--- src/design/fos_ram.sv ---
module fos_ram #(
  parameter int unsigned WIDTH = 8,
  parameter int unsigned DEPTH = 16
) (
  input  logic                     clk_i,
  input  logic                     we_i,
  input  logic [$clog2(DEPTH)-1:0] waddr_i,
  input  logic [WIDTH-1:0]         wdata_i,
  input  logic                     re_i,
  input  logic [$clog2(DEPTH)-1:0] raddr_i,
  output logic [WIDTH-1:0]         rdata_o
);

  logic [WIDTH-1:0] mem_q [DEPTH];

  // One write port and one read port with registered read data.
  always_ff @(posedge clk_i) begin
    if (we_i) begin
      mem_q[waddr_i] <= wdata_i;
    end
    if (re_i) begin
      rdata_o <= mem_q[raddr_i];
    end
  end

endmodule

--- config.mk ---
export PLATFORM = sky130hd
export DESIGN_NAME = fos_ram
export DESIGN_NICKNAME = d
export VERILOG_FILES = /design/src/design/fos_ram.sv
export SDC_FILE = /design/constraint.sdc
export NUM_CORES = 1
export LEC_CHECK = 0
export ABC_AREA = 1
export BUFFER_PORTS_ARGS = -buffer_cell sky130_fd_sc_hd__buf_2
export CORE_UTILIZATION = 45
export CTS_CLUSTER_DIAMETER = 30
export CTS_CLUSTER_SIZE = 16
export DETAILED_ROUTE_END_ITERATION = 10
export MAX_ROUTING_LAYER = met4
export SYNTH_ARGS = -nofsm -noshare
export SYNTH_HDL_FRONTEND = slang
export SYNTH_SLANG_ARGS = --single-unit
--- constraint.sdc ---
create_clock -name clk_i -period 1.8 [get_ports clk_i]
set_clock_uncertainty 0.2 [all_clocks]
set_input_delay 0.09 -clock clk_i [delete_from_list [all_inputs] [get_ports clk_i]]
set_output_delay 0.09 -clock clk_i [all_outputs]
set_load 0.02 [all_outputs]
==> reports/qor.csv <==
stage;metric;value;unit
detailed_routing;drt_iter0_drc;319;
sta;setup_tns;0;ns
cts;cts-buffers-inserted;17;
logic_synthesis;ys_seq_area_share;69.8;%
floorplanning;start_util;46.3;%
worst_setup_path;worstPathRequired;1.77;ns
worst_setup_path;rr_worst_depth;6;
detailed_routing;ant_nets;0;
sta;finalCriticalPeriod;1.35;ns
worst_setup_path;rr_endpoint;rdata_o[7]$_DFFE_PP_;
floorplanning;core-area;12600;sq um
layout;diodes;0;
cts;path_clk_slew;0.06;ns
worst_setup_path;arrival;1.32;ns
sta;relSlewSlack;57.5;%
hold_path;whs_path_depth;4;
layout;areaGrowthSynthToFinish;18.6;%
worst_setup_path;startpoint;mem_q[1][7]$_DFFE_PP_;
power_and_ir_drop;power_density;1110;nW/um^2
global_routing;antenna_found_initial;0;
power_and_ir_drop;p_leak;3.00;nW
logic_synthesis;ys_warn_count;0;
logic_synthesis;ys_seq_elements;136;
place;io_buffers;26;
sta;rsz0062_at_grt;no;
layout;fin_nets;625;
cts;post_cts_resized;0;
detailed_routing;vias;3859;
sta;finalSetupViolations;0;
global_routing;grt_util_met3;4.65;%
layout;final_cell_mix;173 x nand2_1, 136 x edfxtp_1, 100 x inv_1, 97 x nand3_1, 26 x buf_2;
cts;clock_latency;0.42;ns
cts;h-tree-depth;4;
logic_synthesis;syn-cell-area;5850;sq um
power_and_ir_drop;vdd_drop_max;0.000582;V
hold_path;worstHoldPathType;in -> reg;
run_status;status;complete, no violations;
sta;max_freq;0.743;GHz
global_routing;grt_usage;23.1;%
floorplanning;io_pins;27;
worst_setup_path;cp_max_fo;1;
logic_synthesis;ys_types;11;
worst_setup_path;crit_path_end_kind;register;
layout;seq_area;4080;sq um
logic_synthesis;syn_inst;551;
logic_synthesis;avgSynthCellArea;10.6;sq um
global_routing;grt_pass1_wl;21.1;mm
cts;cts_sinks;136;
global_routing;use_met1;30.1;%
sta;worst_slew_pin_slew;0.637;ns
cts;cts_tree;done;
place;routabilityCongestion;0.859;
sta;final-hold-violation-count;0;
floorplanning;die_h;116;um
worst_setup_path;rrSetupSlack;0.45;ns
worst_setup_path;startpoint_type;register;
worst_setup_path;worstReg2RegStart;mem_q[1][7]$_DFFE_PP_;
sta;slew_violations;0;
sta;fin_crit_sh;74.8;%
layout;drive_above_1_share;12.4;%
sta;whs;0.101;ns
layout;multi_input_area;1210;sq um
worst_setup_path;critPathKind;reg -> reg;
global_routing;gr-total-overflow;0;
logic_synthesis;syn_nets;570;
detailed_routing;viasPerCell;4.88;
detailed_routing;wire_per_inst;16.8;um
global_routing;use_met2;35.4;%
global_routing;grt_pass1_vias;3815;
floorplanning;rows;41;
worst_setup_path;endpoint;rdata_o[7]$_DFFE_PP_;
floorplanning;die_w;116;um
power_and_ir_drop;power.total;0.00770;W
layout;fillers;1096;
cts;cts_buffer_depth;2;
floorplanning;die_area;13500;sq um
job;max_cap_viol_count;0;
layout;final_common_cell;nand2_1;
global_routing;top_usage_layer;met2;
detailed_routing;wirelength;13.3;mm
detailed_routing;drtPass1Iterations;7;
detailed_routing;drc;0;
global_routing;grt_max_degree;38;
place;detailed_place_hpwl;8.14;mm
cts;cts_root_buffer;clkbuf_16;
metrics by stage:
step / utilization [%] / setup slack (ns) / instance area (sq um) / cells
floorplan: - / 0.559 / 5850 / 551
global placement: 49.3 / 0.206 / 6220 / 749
detailed placement: 49.3 / 0.189 / 6220 / 749
CTS: 55.0 / 0.444 / 6940 / 791
global route: 55.0 / 0.358 / 6940 / 791
finish: 55.0 / 0.454 / 6940 / 791
synth_stat cells:
cell type / number / area (sq um)
nand2_1: 173 / 649
edfxtp_1: 136 / 4080
inv_1: 100 / 375
nand3_1: 97 / 485
nor2_1: 17 / 63.8
buf_2: 13 / 65.1
buf_6: 6 / 67.6
buf_4: 4 / 30.0
inv_2: 2 / 7.51
nand3b_1: 2 / 15.0
buf_1: 1 / 3.75
power by group:
part / internal, W / switching [W] / total (W)
Sequential: 0.00357 / 0.0000225 / 0.00359
Combinational: 0.000142 / 0.000324 / 0.000465
Clock: 0.00243 / 0.00122 / 0.00365
flip-flops by register name (all words and copies together) (netlist names):
register and cells:
mem_q 128, rdata_o 8
layer usage:
| metal | up-vias | routed length [um] |
|---|---|---|
| li1 | 1890 | - |
| met1 | 1822 | 6000 |
| met2 | 124 | 6290 |
| met3 | 23 | 742 |
| met4 | 0 | 272 |
| met5 | - | 0 |
cell type report:
class	instances	share of cell area, %
Clock buffer	20	6.30
Clock inverter	12	2.60
Inverter	102	5.52
Multi-Input combinational cell	289	17.5
Sequential cell	136	58.9
Tap cell	172	3.10
Timing Repair Buffer	60	6.10
critical path, cell delays in order, from the launching register on:
cell and delay [ns]:
edfxtp_1 0.36, inv_1 0.06, nand2_1 0.04, nand3_1 0.10, nand3_1 0.10, nand3_1 0.17, nand2_1 0.07
cell families (layout without fill, tap and decap cells):
group                  count (synthesis)  in the layout  share of synthesized area, %
buffers and inverters                126            194                          9.39
DFF                                  136            136                          69.8
and+or+nand+nor                      289            289                          20.8
what timing repair did:
| action | in CTS | in global routing |
|---|---|---|
| buffers inserted | 0 | 0 |
| hold buffers | 10 | 0 |
| hold endpoints to repair | 144 | 0 |
| setup endpoints to repair | 0 | 0 |
worst min path at each step:
stage / slack, ns / end / from
after floorplan: -0.01 / mem_q[0][0]$_DFFE_PP_ / wdata_i[0]
after global placement: 0.26 / rdata_o[7]$_DFFE_PP_ / re_i
after detailed placement: 0.26 / rdata_o[7]$_DFFE_PP_ / re_i
after CTS: 0.08 / mem_q[3][4]$_DFFE_PP_ / we_i
after global routing: 0.15 / mem_q[0][2]$_DFFE_PP_ / we_i
final: 0.10 / mem_q[3][4]$_DFFE_PP_ / we_i
No activity file was read; power rests on OpenSTA's default activity.
