$ cat src/design/fos_pkg.sv
package fos_pkg;

  // Default sizes of the two stacks.
  localparam int unsigned VALUE_DEPTH_DEF = 256;
  localparam int unsigned FRAME_DEPTH_DEF = 32;

  // Fixed field widths of the beats.
  localparam int unsigned DATA_WIDTH = 32;
  localparam int unsigned RET_WIDTH  = 16;
  localparam int unsigned SLOT_WIDTH = 8;

  typedef enum logic [2:0] {
    OP_PUSH       = 3'd0,
    OP_POP        = 3'd1,
    OP_LOAD       = 3'd2,
    OP_STORE      = 3'd3,
    OP_PUSH_FRAME = 3'd4,
    OP_POP_FRAME  = 3'd5
  } opcode_e;

  typedef enum logic [2:0] {
    ST_OK        = 3'd0,
    ST_OVERFLOW  = 3'd1,
    ST_UNDERFLOW = 3'd2,
    ST_INDEX     = 3'd3,
    ST_BOTTOM    = 3'd4
  } status_e;

  typedef enum logic {
    ALU_ADD,
    ALU_SUB
  } alu_op_e;

  typedef struct packed {
    logic [2:0]            opcode;
    logic [DATA_WIDTH-1:0] data_in;
    logic [SLOT_WIDTH-1:0] slot_index;
    logic [RET_WIDTH-1:0]  return_addr_in;
    logic                  frame_kind_in;
  } in_t;

  typedef struct packed {
    logic [DATA_WIDTH-1:0] data_out;
    logic [RET_WIDTH-1:0]  return_addr_out;
    logic [2:0]            status;
  } out_t;

endpackage

$ cat src/design/fos_alu.sv
module fos_alu import fos_pkg::*; #(
  parameter int unsigned W = 10
) (
  input  alu_op_e      op_i,
  input  logic [W-1:0] a_i,
  input  logic [W-1:0] b_i,
  input  logic [W-1:0] limit_i,
  output logic [W-1:0] res_o,
  output logic         lt_o
);

  // Shared adder and bound compare used for value stack addresses, pop counts and bound checks.
  always_comb begin
    if (op_i == ALU_SUB) begin
      res_o = a_i - b_i;
    end else begin
      res_o = a_i + b_i;
    end
    lt_o = (res_o < limit_i);
  end

endmodule

$ cat config.mk
export PLATFORM = sky130hd
export DESIGN_NAME = fos_alu
export DESIGN_NICKNAME = d
export VERILOG_FILES = /design/src/design/fos_pkg.sv /design/src/design/fos_alu.sv
export SDC_FILE = /design/constraint.sdc
export NUM_CORES = 1
export LEC_CHECK = 0
export ABC_AREA = 0
export BUFFER_PORTS_ARGS = -buffer_cell sky130_fd_sc_hd__buf_4
export CORE_MARGIN = 2
export CORE_UTILIZATION = 50
export DETAILED_ROUTE_END_ITERATION = 6
export PLACE_DENSITY = 0.86
export SYNTH_ARGS = -nofsm -noshare
export SYNTH_HDL_FRONTEND = slang
export SYNTH_SLANG_ARGS = --single-unit
$ cat constraint.sdc
create_clock -name vclk -period 5.03
set_clock_uncertainty 0.05 [all_clocks]
set_input_delay 1.006 -clock vclk [all_inputs]
set_output_delay 1.006 -clock vclk [all_outputs]
set_load 0.05 [all_outputs]
==> flow_metrics.env <==
export IMPL_finalHoldViolations=0
export IMPL_fillCellCount=47
export IMPL_io_pins=42
export IMPL_antenna_found_initial=0
export IMPL_start_kind="input port"
export IMPL_layout_cells_most_common="buf_4"
export IMPL_drc_errors=0
export IMPL_p_leak_nw=0.790
export IMPL_dieArea_um2=2100
export IMPL_yosys_warnings=0
export IMPL_wl_per_cell_um=22.9
export IMPL_hold_start="limit_i[9]"
export IMPL_avgSynthCellArea_um2=7.30
export IMPL_post_place_ws_ps=-240
export IMPL_holdPathStages=5
export IMPL_dp_hpwl_um=2280
export IMPL_synthesis_nets=171
export IMPL_tightestPinTransition_ps=439
export IMPL_fin_crit_ps=5350
export IMPL_cap_violations=0
export IMPL_core_area_um2=1690
export IMPL_endpoint_kind="output port"
export IMPL_max_freq_mhz=187
export IMPL_die_w_um=45.9
export IMPL_violations="setup timing"
export IMPL_yosysSeqAreaShare_pct=0
export IMPL_port_buffer_count=42
export IMPL_area_growth_pct=84.3
export IMPL_top_usage_layer="met2"
export IMPL_drv_slew=0
export IMPL_cp_data_arrival_time_ps=4290
export IMPL_netlist_area_um2=876
export IMPL_drt_first_pass_iters=5
export IMPL_grt_use_met2_pct=66.7
export IMPL_status="finished, violations left"
export IMPL_final_net_count=234
export IMPL_seqCellArea_um2=0
export IMPL_seq_cell_count=0
export IMPL_ant_nets=0
export IMPL_grt_pass1_vias=1049
export IMPL_num_clock_buffers=0
export IMPL_crit_required_ps=3970
export IMPL_die_y_um=45.9
export IMPL_hold_ws_ps=2520
export IMPL_rsz0062_at_grt="true"
export IMPL_cp_max_fo=3
export IMPL_use_met1_pct=37.4
export IMPL_vias_per_cell=6.57
export IMPL_cp_startpoint="b_i[1]"
export IMPL_grt_max_degree=10
export IMPL_gp_congestion=0.795
export IMPL_routed_wl_um=4540
export IMPL_holdCritPathClass="in2out"
export IMPL_synthCells=120
export IMPL_finalCritPeriodShare_pct=106
export IMPL_critPathKind="in2out"
export IMPL_num_vias=1300
export IMPL_grt_use_total_pct=33.9
export IMPL_hold_buffers=0
export IMPL_fin_ws_ps=-321
export IMPL_grt_overflow=0
export IMPL_layout_drive_gt1_share_pct=55.2
export IMPL_pwr_density_cell_nw_per_um2=306
export IMPL_finalSetupViolCount=1
export IMPL_gr_usage_met3_pct=2.38
export IMPL_rows=15
export IMPL_synth_cell_types=38
export IMPL_mostFrequentLayoutCells="buf_4, ha_1, inv_1"
export IMPL_grt_pass1_wl_um=5090
export IMPL_irDropWorstVdd_uv=334
export IMPL_start_util_pct=51.9
export IMPL_drtIter0Drc=90
export IMPL_num_antenna_cells=0
export IMPL_max_slew_margin_rel_pct=70.5
==> path summary, 6_finish.rpt <==
path | to
setup / recovery | lt_o
hold / removal | lt_o
==> layout make-up <==
| cell class | count | area, um^2 | share of cell area, % |
|---|---|---|---|
| Tap cell | 17 | 21.3 | 1.32 |
| Inverter | 17 | 68.8 | 4.26 |
| Multi-Input combinational cell | 101 | 1030 | 64.0 |
| Timing Repair Buffer | 63 | 492 | 30.5 |
==> timing repair <==
action                     4_1_cts  5_1_grt
resized for setup               15       15
setup endpoints to repair        1        1
pin swaps                       11       11
setup buffers                    2        4
==> synthesized netlist by cell type (all sizes together) (2+ instances only) <==
| library cell | number | area [um^2] |
|---|---|---|
| o21ai | 8 | 43.8 |
| nand2 | 3 | 11.3 |
| buf | 2 | 10.0 |
| inv | 17 | 63.8 |
| nand3 | 2 | 10.0 |
| nor3 | 4 | 25.0 |
| xnor2 | 14 | 130 |
| a21oi | 12 | 75.1 |
| ha | 19 | 238 |
| o21a | 3 | 22.5 |
| nor2b | 3 | 18.8 |
| nor2 | 13 | 48.8 |
==> metrics by stage <==
stage                     std cells  instance area (um^2)  TNS (ps)  util (%)  total power, mW
final                           198                  1610      -321      95.6            0.494
after global routing            198                  1610      -352      95.6            0.508
after CTS                       194                  1500      -183      89.0            0.426
after detailed placement        192                  1430      -240      84.7            0.408
after global placement          192                  1430      -102      84.7            0.394
after floorplan                 120                   991      -212         -            0.290
==> worst max-delay path, cell delays in order <==
cell and delay (ps):
buf_8 100, inv_4 50, ha_4 200, mux2_4 300, inv_2 80, ha_4 200, nor2b_4 130, o31a_1 300
o21ai_4 230, a21oi_4 110, xor2_4 210, ha_1 290, o21ai_1 190, nor2_1 90, o21a_1 220, o21a_1 150
a221oi_4 250, buf_6 200
==> kinds of logic after synthesis <==
group,share of synthesized area [%]
simple gates,21.7
mux,1.29
xor+xnor,15.9
fa+ha+maj,29.4
compound gates,23.3
buf+inv,8.43
==> layer usage <==
| metal | share of wire, % | up-vias | routed length (um) |
|---|---|---|---|
| met4 | 6.2 | 0 | 280 |
| met1 | 35 | 587 | 1590 |
| met3 | 9.2 | 40 | 420 |
| li1 | - | 540 | - |
| met2 | 49 | 133 | 2250 |
| met5 | 0 | - | 0 |
==> power by group <==
part / switching [mW] / internal (mW) / total (mW)
Combinational: 0.289 / 0.205 / 0.494
Sequential: 0 / 0 / 0
Clock: 0 / 0 / 0
Total: 0.289 / 0.205 / 0.494
(Power assumes the default switching activity.)
